==> config.mk <==
export PLATFORM = sky130hd
export DESIGN_NAME = harq_process_table
export DESIGN_NICKNAME = d
export VERILOG_FILES = /design/src/hw/rtl/harq_pkg.sv /design/src/hw/rtl/harq_front.sv /design/src/hw/rtl/harq_engine.sv /design/src/hw/rtl/harq_process_table.sv
export SDC_FILE = /design/constraint.sdc
export NUM_CORES = 2
export LEC_CHECK = 0
export BUFFER_PORTS_ARGS = -buffer_cell sky130_fd_sc_hd__buf_2
export CORE_MARGIN = 8
export CORE_UTILIZATION = 25
export CTS_CLUSTER_DIAMETER = 50
export CTS_CLUSTER_SIZE = 16
export DETAILED_ROUTE_END_ITERATION = 8
export SLEW_MARGIN = 25
export SYNTH_ARGS = -nofsm -noshare
export SYNTH_HDL_FRONTEND = slang
export SYNTH_SLANG_ARGS = --single-unit
==> constraint.sdc <==
create_clock -name aclk -period 20 [get_ports aclk]
set_clock_uncertainty 0.05 [all_clocks]
set_input_delay 2 -clock aclk [delete_from_list [all_inputs] [get_ports aclk]]
set_output_delay 2 -clock aclk [all_outputs]
set_load 0.005 [all_outputs]
==> src/hw/rtl/harq_pkg.sv <==
// harq_pkg: shared types, constants and slot-time helpers for the HARQ process table.
// No dependencies; imported by harq_front, harq_engine and harq_process_table.
`default_nettype none
package harq_pkg;

    localparam int NUM_PROC   = 8;
    localparam int PID_W      = 3;
    localparam int NUM_BLK    = 2;
    localparam int ENT_W      = PID_W + 1;
    localparam int NUM_ENT    = NUM_PROC * NUM_BLK;
    localparam int TIME_WRAP  = 10240;
    localparam int TIME_W     = 14;
    localparam int ACK_DELAY  = 4;
    localparam int RETX_DELAY = 4;
    localparam int STALE_AGE  = 100;
    localparam int IN_W       = 48;
    localparam int OUT_W      = 40;
    localparam int CFG_IDX_W  = 4;
    localparam int CFG_DATA_W = 4;

    localparam logic [TIME_W:0]   WRAP_X    = (TIME_W+1)'(TIME_WRAP);
    localparam logic [TIME_W-1:0] HALF_WRAP = TIME_W'(TIME_WRAP / 2);

    typedef logic [2:0] cmd_t;
    localparam cmd_t CMD_NEW_TX       = 3'd0;
    localparam cmd_t CMD_RETX         = 3'd1;
    localparam cmd_t CMD_ACK          = 3'd2;
    localparam cmd_t CMD_FIND_EMPTY   = 3'd3;
    localparam cmd_t CMD_FIND_PENDING = 3'd4;
    localparam cmd_t CMD_TICK         = 3'd5;

    typedef logic [1:0] status_t;
    localparam status_t ST_OK       = 2'd0;
    localparam status_t ST_NO_MATCH = 2'd1;
    localparam status_t ST_INACTIVE = 2'd2;

    typedef logic [1:0] ack_t;
    localparam ack_t ACK_NONE = 2'd0;
    localparam ack_t ACK_YES  = 2'd1;
    localparam ack_t ACK_NO   = 2'd2;

    localparam logic [CFG_IDX_W-1:0] REG_MAX_RETX = CFG_IDX_W'(0);
    localparam logic [CFG_IDX_W-1:0] REG_ASYNC    = CFG_IDX_W'(1);

    localparam logic [3:0] FOUND_NONE = 4'(NUM_PROC);

    typedef enum logic {ENG_IDLE, ENG_RUN} eng_state_t;

    typedef struct packed {
        cmd_t               cmd;
        logic [PID_W-1:0]   pid;
        logic               blk;
        logic [TIME_W-1:0]  slot;
        logic               ack;
        logic [4:0]         mcs;
        logic [19:0]        tbs;
    } item_t;

    typedef struct packed {
        status_t            status;
        logic [3:0]         found;
        logic signed [5:0]  scheme;
        logic signed [20:0] size;
        logic               ndi;
        logic               disc;
    } result_t;

    // queue head as seen by the engine
    typedef struct packed {
        logic  valid;
        item_t item;
    } queue_head_t;

    function automatic logic [TIME_W-1:0] t_add(input logic [TIME_W-1:0] t,
                                                input logic [TIME_W-1:0] d);
        logic [TIME_W:0] s;
        s = {1'b0, t} + {1'b0, d};
        if (s >= WRAP_X) s = s - WRAP_X;
        return s[TIME_W-1:0];
    endfunction

    // (a - b) mod TIME_WRAP, both operands already reduced
    function automatic logic [TIME_W-1:0] t_dist(input logic [TIME_W-1:0] a,
                                                 input logic [TIME_W-1:0] b);
        logic [TIME_W:0] d;
        d = {1'b0, a} - {1'b0, b};
        if (a < b) d = d + WRAP_X;
        return d[TIME_W-1:0];
    endfunction

endpackage
`default_nettype wire

==> src/hw/rtl/harq_front.sv <==
// harq_front: accepts command transfers, unpacks and reduces the slot, and
// buffers them in a two-entry queue. Depends on harq_pkg.
`default_nettype none
module harq_front (
    input  wire logic                    aclk,
    input  wire logic                    aresetn,
    input  wire logic                    s_tvalid,
    output logic                         s_tready,
    // command, process_id, block_index, slot_time, ack_bit, coding_scheme, block_size
    input  wire logic [harq_pkg::IN_W-1:0] s_tdata,
    output harq_pkg::queue_head_t        q_head,
    input  wire logic                    q_pop
);
    import harq_pkg::*;

    item_t           q_mem_reg [2];
    logic            wr_ptr_reg, wr_ptr_next;
    logic            rd_ptr_reg, rd_ptr_next;
    logic [1:0]      count_reg, count_next;
    item_t           in_item;
    logic [TIME_W-1:0] raw_slot;
    logic            push;

    assign raw_slot = s_tdata[20:7];

    always_comb begin
        in_item.cmd  = s_tdata[2:0];
        in_item.pid  = s_tdata[5:3];
        in_item.blk  = s_tdata[6];
        in_item.slot = (raw_slot >= WRAP_X[TIME_W-1:0]) ? raw_slot - WRAP_X[TIME_W-1:0]
                                                        : raw_slot;
        in_item.ack  = s_tdata[21];
        in_item.mcs  = s_tdata[26:22];
        in_item.tbs  = s_tdata[46:27];
    end

    assign s_tready     = (count_reg != 2'd2);
    assign push         = s_tvalid && s_tready;
    assign q_head.valid = (count_reg != 2'd0);
    assign q_head.item  = q_mem_reg[rd_ptr_reg];

    always_comb begin
        wr_ptr_next = wr_ptr_reg ^ push;
        rd_ptr_next = rd_ptr_reg ^ q_pop;
        count_next  = count_reg + {1'b0, push} - {1'b0, q_pop};
    end

    always_ff @(posedge aclk) begin
        if (!aresetn) begin
            wr_ptr_reg <= 1'b0;
            rd_ptr_reg <= 1'b0;
            count_reg  <= 2'd0;
        end else begin
            wr_ptr_reg <= wr_ptr_next;
            rd_ptr_reg <= rd_ptr_next;
            count_reg  <= count_next;
        end
        if (push) q_mem_reg[wr_ptr_reg] <= in_item;
    end

endmodule
`default_nettype wire

==> src/hw/rtl/harq_engine.sv <==
// harq_engine: process table, configuration registers and the sequencer that
// executes one command at a time, scanning processes one per cycle. Depends on harq_pkg.
`default_nettype none
module harq_engine (
    input  wire logic                          aclk,
    input  wire logic                          aresetn,
    input  wire harq_pkg::queue_head_t         q_head,
    output logic                               q_pop,
    input  wire logic                          cfg_valid,
    output logic                               cfg_ready,
    input  wire logic [harq_pkg::CFG_IDX_W-1:0]  cfg_index,
    input  wire logic [harq_pkg::CFG_DATA_W-1:0] cfg_data,
    output logic                               m_tvalid,
    input  wire logic                          m_tready,
    // status, found_process, stored_scheme, stored_size, new_data_flag, discarded
    output logic [harq_pkg::OUT_W-1:0]         m_tdata
);
    import harq_pkg::*;

    logic               active_reg [NUM_ENT];
    ack_t               ack_reg    [NUM_ENT];
    logic [3:0]         retx_reg   [NUM_ENT];
    logic               ndi_reg    [NUM_ENT];
    logic signed [5:0]  scheme_reg [NUM_ENT];
    logic signed [20:0] size_reg   [NUM_ENT];
    logic [TIME_W-1:0]  ptime_reg  [NUM_PROC];

    logic [3:0]         retx_limit_reg;
    logic               async_reg;

    eng_state_t         state_reg, state_next;
    item_t              item_reg;
    logic [PID_W-1:0]   cnt_reg;
    logic               hit_reg;
    logic [TIME_W-1:0]  best_reg;
    logic [PID_W-1:0]   best_p_reg;
    logic               m_valid_reg;
    result_t            m_res_reg;

    logic               out_free, finish, last;
    logic [PID_W-1:0]   p;
    logic [ENT_W-1:0]   bi, b0, b1;
    logic [TIME_W-1:0]  tq, age, due_d, stale_d;
    logic               ack_hit, empty_p, pend_p, stale, cand, disc;
    result_t            res;

    assign cfg_ready = 1'b1;
    assign out_free  = !m_valid_reg || m_tready;
    assign q_pop     = (state_reg == ENG_IDLE) && q_head.valid && out_free;
    assign last      = (cnt_reg == PID_W'(NUM_PROC - 1));

    // process under test this cycle
    always_comb begin
        case (item_reg.cmd)
            CMD_NEW_TX, CMD_RETX: p = item_reg.pid;
            CMD_FIND_EMPTY, CMD_FIND_PENDING:
                p = async_reg ? cnt_reg : item_reg.slot[PID_W-1:0]; // slot mod NUM_PROC
            default: p = cnt_reg;
        endcase
    end

    assign bi = {p, item_reg.blk};
    assign b0 = {p, 1'b0};
    assign b1 = {p, 1'b1};
    assign tq = ptime_reg[p];

    always_comb begin
        ack_hit = (t_add(tq, TIME_W'(ACK_DELAY)) == item_reg.slot);
        empty_p = !active_reg[b0] && !active_reg[b1];
        due_d   = t_dist(item_reg.slot, t_add(tq, TIME_W'(ACK_DELAY + RETX_DELAY)));
        pend_p  = (due_d <= HALF_WRAP) &&
                  ((active_reg[b0] && ack_reg[b0] == ACK_NO) ||
                   (active_reg[b1] && ack_reg[b1] == ACK_NO));
        age     = t_dist(item_reg.slot, tq);
        cand    = pend_p && (!hit_reg || age > best_reg);
        stale_d = t_dist(t_add(item_reg.slot, TIME_W'(RETX_DELAY)),
                         t_add(tq, TIME_W'(STALE_AGE)));
        stale   = !empty_p && (stale_d != '0) && (stale_d <= HALF_WRAP);
        disc    = !item_reg.ack &&
                  ({1'b0, retx_reg[bi]} + 5'd1 >= {1'b0, retx_limit_reg});
    end

    always_comb begin
        res.status = ST_NO_MATCH;
        res.found  = FOUND_NONE;
        res.scheme = -6'sd1;
        res.size   = -21'sd1;
        res.ndi    = 1'b0;
        res.disc   = 1'b0;
        finish     = 1'b1;
        case (item_reg.cmd)
            CMD_NEW_TX: begin
                res.status = ST_OK;
                res.found  = 4'(p);
                res.ndi    = ~ndi_reg[bi];
            end
            CMD_RETX: begin
                res.status = ST_OK;
                res.found  = 4'(p);
                res.scheme = scheme_reg[bi];
                res.size   = size_reg[bi];
                res.ndi    = ndi_reg[bi];
            end
            CMD_ACK: begin
                finish = ack_hit || last;
                if (ack_hit) begin
                    res.found = 4'(p);
                    res.ndi   = ndi_reg[bi];
                    if (!active_reg[bi]) begin
                        res.status = ST_INACTIVE;
                    end else begin
                        res.status = ST_OK;
                        res.size   = size_reg[bi];
                        res.disc   = disc;
                    end
                end
            end
            CMD_FIND_EMPTY: begin
                if (async_reg) finish = empty_p || last;
                if (empty_p) begin
                    res.status = ST_OK;
                    res.found  = 4'(p);
                end
            end
            CMD_FIND_PENDING: begin
                if (!async_reg) begin
                    if (pend_p) begin
                        res.status = ST_OK;
                        res.found  = 4'(p);
                    end
                end else begin
                    finish = last;
                    if (cand) begin
                        res.status = ST_OK;
                        res.found  = 4'(p);
                    end else if (hit_reg) begin
                        res.status = ST_OK;
                        res.found  = 4'(best_p_reg);
                    end
                end
            end
            CMD_TICK: begin
                finish     = last;
                res.status = ST_OK;
            end
            default: ;
        endcase
    end

    always_comb begin
        state_next = state_reg;
        case (state_reg)
            ENG_IDLE: if (q_pop) state_next = ENG_RUN;
            ENG_RUN:  if (finish) state_next = ENG_IDLE;
            default:  state_next = ENG_IDLE;
        endcase
    end

    always_ff @(posedge aclk) begin
        if (!aresetn) begin
            state_reg      <= ENG_IDLE;
            m_valid_reg    <= 1'b0;
            retx_limit_reg <= 4'd4;
            async_reg      <= 1'b0;
            cnt_reg        <= '0;
            hit_reg        <= 1'b0;
            for (int i = 0; i < NUM_ENT; i++) begin
                active_reg[i] <= 1'b0;
                ack_reg[i]    <= ACK_NONE;
                retx_reg[i]   <= 4'd0;
                ndi_reg[i]    <= 1'b0;
                scheme_reg[i] <= -6'sd1;
                size_reg[i]   <= -21'sd1;
            end
            for (int i = 0; i < NUM_PROC; i++) ptime_reg[i] <= '0;
        end else begin
            state_reg <= state_next;
            if (cfg_valid) begin
                if (cfg_index == REG_MAX_RETX) retx_limit_reg <= cfg_data;
                else if (cfg_index == REG_ASYNC) async_reg <= cfg_data[0];
            end
            if (state_reg == ENG_RUN && finish) m_valid_reg <= 1'b1;
            else if (m_tready) m_valid_reg <= 1'b0;

            if (q_pop) begin
                item_reg <= q_head.item;
                cnt_reg  <= '0;
                hit_reg  <= 1'b0;
                // limit zero: tick frees everything before the stale scan
                if (q_head.item.cmd == CMD_TICK && retx_limit_reg == 4'd0)
                    for (int i = 0; i < NUM_ENT; i++) active_reg[i] <= 1'b0;
            end

            if (state_reg == ENG_RUN) begin
                cnt_reg <= cnt_reg + PID_W'(1);
                if (cand) begin
                    hit_reg    <= 1'b1;
                    best_reg   <= age;
                    best_p_reg <= p;
                end
                if (finish) m_res_reg <= res;
                case (item_reg.cmd)
                    CMD_NEW_TX: begin
                        active_reg[bi] <= 1'b1;
                        ack_reg[bi]    <= ACK_NONE;
                        retx_reg[bi]   <= 4'd0;
                        ndi_reg[bi]    <= ~ndi_reg[bi];
                        scheme_reg[bi] <= {1'b0, item_reg.mcs};
                        size_reg[bi]   <= {1'b0, item_reg.tbs};
                        ptime_reg[p]   <= item_reg.slot;
                    end
                    CMD_RETX: begin
                        ack_reg[bi]  <= ACK_NO;
                        ptime_reg[p] <= item_reg.slot;
                        if (retx_reg[bi] != 4'hF) retx_reg[bi] <= retx_reg[bi] + 4'd1;
                    end
                    CMD_ACK: begin
                        if (ack_hit && active_reg[bi]) begin
                            ack_reg[bi] <= item_reg.ack ? ACK_YES : ACK_NO;
                            if (item_reg.ack || disc) active_reg[bi] <= 1'b0;
                        end
                    end
                    CMD_TICK: begin
                        if (stale) begin
                            for (int b = 0; b < NUM_BLK; b++) begin
                                active_reg[{p, 1'(b)}] <= 1'b0;
                                ack_reg[{p, 1'(b)}]    <= ACK_NONE;
                                retx_reg[{p, 1'(b)}]   <= 4'd0;
                                scheme_reg[{p, 1'(b)}] <= -6'sd1;
                                size_reg[{p, 1'(b)}]   <= -21'sd1;
                            end
                            ptime_reg[p] <= '0;
                        end
                    end
                    default: ;
                endcase
            end
        end
    end

    assign m_tvalid = m_valid_reg;
    assign m_tdata  = {5'd0, m_res_reg.disc, m_res_reg.ndi, m_res_reg.size,
                       m_res_reg.scheme, m_res_reg.found, m_res_reg.status};

endmodule
`default_nettype wire

==> src/hw/rtl/harq_process_table.sv <==
// harq_process_table: top level; front-end queue feeding the table engine.
// Depends on harq_pkg, harq_front and harq_engine.
//
// Downlink HARQ process table (8 processes x 2 transport blocks). Every command
// transfer yields exactly one result transfer. new_tx, retx, unknown commands and
// synchronous find commands need no scan; ack and asynchronous find_empty scan
// one process per cycle from process 0, stopping at the first match, while
// asynchronous find_pending and tick scan all processes. The result is registered
// when the engine finishes, and the engine passes through idle between commands,
// so it takes no new command before it is done with the last. A two-entry input
// queue accepts commands while the engine is busy, and the output register holds a
// result until it is taken; a new command starts only once the previous result is
// taken or being taken.
// Configuration writes (index 0: max_retransmissions, index 1: async_mode) are
// always ready and must be issued only while the block is idle.
`default_nettype none
module harq_process_table (
    input  wire logic                            aclk,
    input  wire logic                            aresetn,
    input  wire logic                            s_tvalid,
    output logic                                 s_tready,
    // [2:0] command, [5:3] process_id, [6] block_index, [20:7] slot_time,
    // [21] ack_bit, [26:22] coding_scheme, [46:27] block_size, [47] zero
    input  wire logic [harq_pkg::IN_W-1:0]       s_tdata,
    output logic                                 m_tvalid,
    input  wire logic                            m_tready,
    // [1:0] status, [5:2] found_process, [11:6] stored_scheme, [32:12] stored_size,
    // [33] new_data_flag, [34] discarded, [39:35] zero
    output logic [harq_pkg::OUT_W-1:0]           m_tdata,
    input  wire logic                            cfg_valid,
    output logic                                 cfg_ready,
    input  wire logic [harq_pkg::CFG_IDX_W-1:0]  cfg_index,
    input  wire logic [harq_pkg::CFG_DATA_W-1:0] cfg_data
);
    import harq_pkg::*;

    queue_head_t q_head;
    logic        q_pop;

    harq_front u_front (
        .aclk     (aclk),
        .aresetn  (aresetn),
        .s_tvalid (s_tvalid),
        .s_tready (s_tready),
        .s_tdata  (s_tdata),
        .q_head   (q_head),
        .q_pop    (q_pop)
    );

    harq_engine u_engine (
        .aclk      (aclk),
        .aresetn   (aresetn),
        .q_head    (q_head),
        .q_pop     (q_pop),
        .cfg_valid (cfg_valid),
        .cfg_ready (cfg_ready),
        .cfg_index (cfg_index),
        .cfg_data  (cfg_data),
        .m_tvalid  (m_tvalid),
        .m_tready  (m_tready),
        .m_tdata   (m_tdata)
    );

endmodule
`default_nettype wire

==> results.ini <==
[worst_hold_path]
min_to = u_engine.scheme_reg[6][5]
hold_path_class = register to register
hold_depth = 2
hp-start = u_engine.scheme_reg[6][5]

[routing]
dr_total_vias = 32100
drt_wl_total_um = 127000
via_per_inst = 5.05
drc = 0
drtAntennaViolNets = 0
drtIter0Drc = 3250
wl_per_cell_um = 20.0
firstDrtPassIters = 6

[worst_setup_path]
crit_path_start_kind = register
timing.critical_path.mode_cell = ha_1
slowest_stage = edfxtp_1
slowest_delay_ns = 0.79
r2r_start = u_engine.item_reg[44]
required_ns = 20.13
worst-path-max-fanout = 42
r2r_slack_ns = 8.63
path_delay_family = simple AND/OR/NAND/NOR gates
reg2reg_to = u_engine.ptime_reg[4][9]
r2r_cells = 33
crit_type = register to register
path_buf_inv = 4
endpoint_kind = register
worst_ep_arrival_time_ns = 11.50

[synth]
synth_seq_cells = 865
post-synth-top-area-cell = dfxtp_1
synthCells = 4197
syn_avg_cell_area_um2 = 9.96
ys.flop_type = dfxtp_1
synth.distinct_cells = 107
synth.cell_area_mm2 = 0.0418
seq_area_frac_synth_pct = 48.7
synth_top_area_share_pct = 26.8
async_reset_ff_share_pct = 0
ys_warn_count = 0
synth_edf_count = 305
yosys-top-cells-area = dfxtp_1 (27%), edfxtp_1 (22%), mux4_2 (7.4%), nand3b_1 (7.3%), nand2_1 (6.0%)

[clocking]
post_cts_resized = 0
clock-root-buffer = clkbuf_16
cts_inserted_buffers = 78
clk_latency_ns = 0.68
hold_buffers = 0
post_cts_buffers = 0
htreeDepth = 3
max-clock-path-buffers = 3
cts.sinks = 865
cts_tree = built
cts.clk_slew.worst_paths_ns = 0.07

[sta]
worstMarginPinSlew_ns = 1.13
drv_slew = 0
slew_headroom_pct = 24.7
setup_violations = 0
timing_hold_violations_final = 0
finalCritPeriodShare_pct = 56.8
timing.final.ws_setup_ns = 8.63
finalCriticalPeriod_ns = 11.37
clock.fmax_mhz = 88.0
rsz0062_at_grt = no
setup_tns_ns = 0

[floorplan]
start_util_pct = 25.1
die_w_um = 425
die-area_mm2 = 0.181
core_mm2 = 0.167
die_h_um = 425
rows = 150
io_pins = 104

[cells_and_area]
largest_reg_flops = 321
post-route-util_pct = 28.1
fillers = 17400
drive_above_1_share_pct = 13.2
fin_nets = 4209
multi_input_area_mm2 = 0.0198
final_area_mm2 = 0.0468
area_growth_pct = 11.8
regArea_mm2 = 0.0204

[placed_design]
dp_hpwl_um = 75300
io_buffers = 96
place_congestion = 0.883
place_area_mm2 = 0.0442
dp_slack_ns = 8.87

[grt]
grt_max_degree = 223
track_usage_pct = 13.4
gr-total-overflow = 0
antenna_found_initial = 11
grt_pass1_wl_um = 192000
grt_pass1_vias = 30900

[power]
power_uw = 6100
powerDensity_mw_per_mm2 = 130
ir_worst_vdd_v = 0.000122
p_leak_uw = 0.0156

[run]
cap_viol_max_count = 0

[run_status]
status = finished, final reports clean

stage by stage:
step	instances	hold WS (ns)
finish	6342	0.418
global route	6337	0.442
global placement	6196	0.396
CTS	6336	0.418
detailed placement	6197	0.399
floorplan	4201	0.386
layout make-up:
| type | count | share of cell area, % |
|---|---|---|
| antenna | 5 | 0.0268 |
| clock buffer | 101 | 4.60 |
| timing repair buffer | 150 | 2.02 |
| tap | 2204 | 5.90 |
| inverter | 73 | 0.607 |
| sequential | 865 | 43.6 |
| clock inverter | 38 | 0.880 |
| multi-input combinational | 2906 | 42.4 |
cell usage after synthesis, types with 31 or more instances:
library cell	number
mux2_2	52
buf_1	67
xnor2_1	51
o21ai_0	459
nor2_1	251
nand2_1	672
a21o_1	47
nor2b_1	31
nand3b_1	408
a22oi_1	81
inv_1	68
a21oi_1	48
edfxtp_1	305
ha_1	73
clkbuf_1	262
o2111ai_1	36
dfxtp_1	560
mux2i_1	32
mux4_2	138
nand3_1	129
report_power, final:
group	leakage (µW)	internal, µW	switching, µW
Clock	0.00127	826	718
Combinational	0.00687	882	1610
Sequential	0.00742	1940	115
how the worst max path moves through the flow:
stage                     startpoint  slack (ns)  cells past startpoint                        to
2_1_floorplan  u_engine.item_reg[45]       11.69                     31    u_engine.best_p_reg[0]
3_3_place_gp   u_engine.item_reg[44]        8.94                     33  u_engine.ptime_reg[4][7]
3_5_place_dp   u_engine.item_reg[44]        8.87                     33  u_engine.ptime_reg[4][7]
4_1_cts        u_engine.item_reg[44]        8.79                     33  u_engine.ptime_reg[6][9]
5_1_grt        u_engine.item_reg[44]        8.13                     33  u_engine.ptime_reg[4][9]
6_report       u_engine.item_reg[44]        8.63                     33  u_engine.ptime_reg[4][9]
worst register-to-register path: cells and delay by family (launching register included):
kind / cells / cell delay (ns)
buffers and inverters: 4 / 1.32
AND/OR/NAND/NOR: 11 / 3.36
XOR/XNOR: 4 / 1.09
flip-flops: 1 / 0.79
adder cells (fa/ha/maj): 4 / 1.01
AO/OA/AOI/OAI: 10 / 3.25
routing by layer:
metal	routed length [µm]	track usage, %	vias to the layer above
li1	-	-	14800
met1	53300	17.1	15900
met2	61200	22.9	1091
met3	7080	1.70	236
met4	5320	5.87	10
met5	59	0	-
logic make-up (layout without fill, tap and decap cells):
logic type                 count (synthesis)  after routing  synth area share, %
muxes                                    232            232                 9.99
and+or+nand+nor                         1653           1653                 20.3
adders and majority gates                 78             78                 2.33
other                                      2             11               0.0180
AOI/OAI and AO/OA                        855            855                 12.8
buffers and inverters                    430            362                 4.18
DFF                                      865            865                 48.7
xor gates and xnor gates                  82             82                 1.75
placed cells by master, fill, tap and decap left out, drive strengths merged, types with 36 or more instances in the layout:
| cell | instances |
|---|---|
| a21o | 47 |
| a21oi | 49 |
| a22oi | 81 |
| buf | 150 |
| clkbuf | 101 |
| dfxtp | 560 |
| edfxtp | 305 |
| ha | 73 |
| inv | 93 |
| mux2 | 56 |
| mux2i | 38 |
| mux4 | 138 |
| nand2 | 673 |
| nand3 | 131 |
| nand3b | 408 |
| nor2 | 256 |
| o2111ai | 36 |
| o21ai | 476 |
| xnor2 | 51 |
Power figures use the tool's default switching activity.
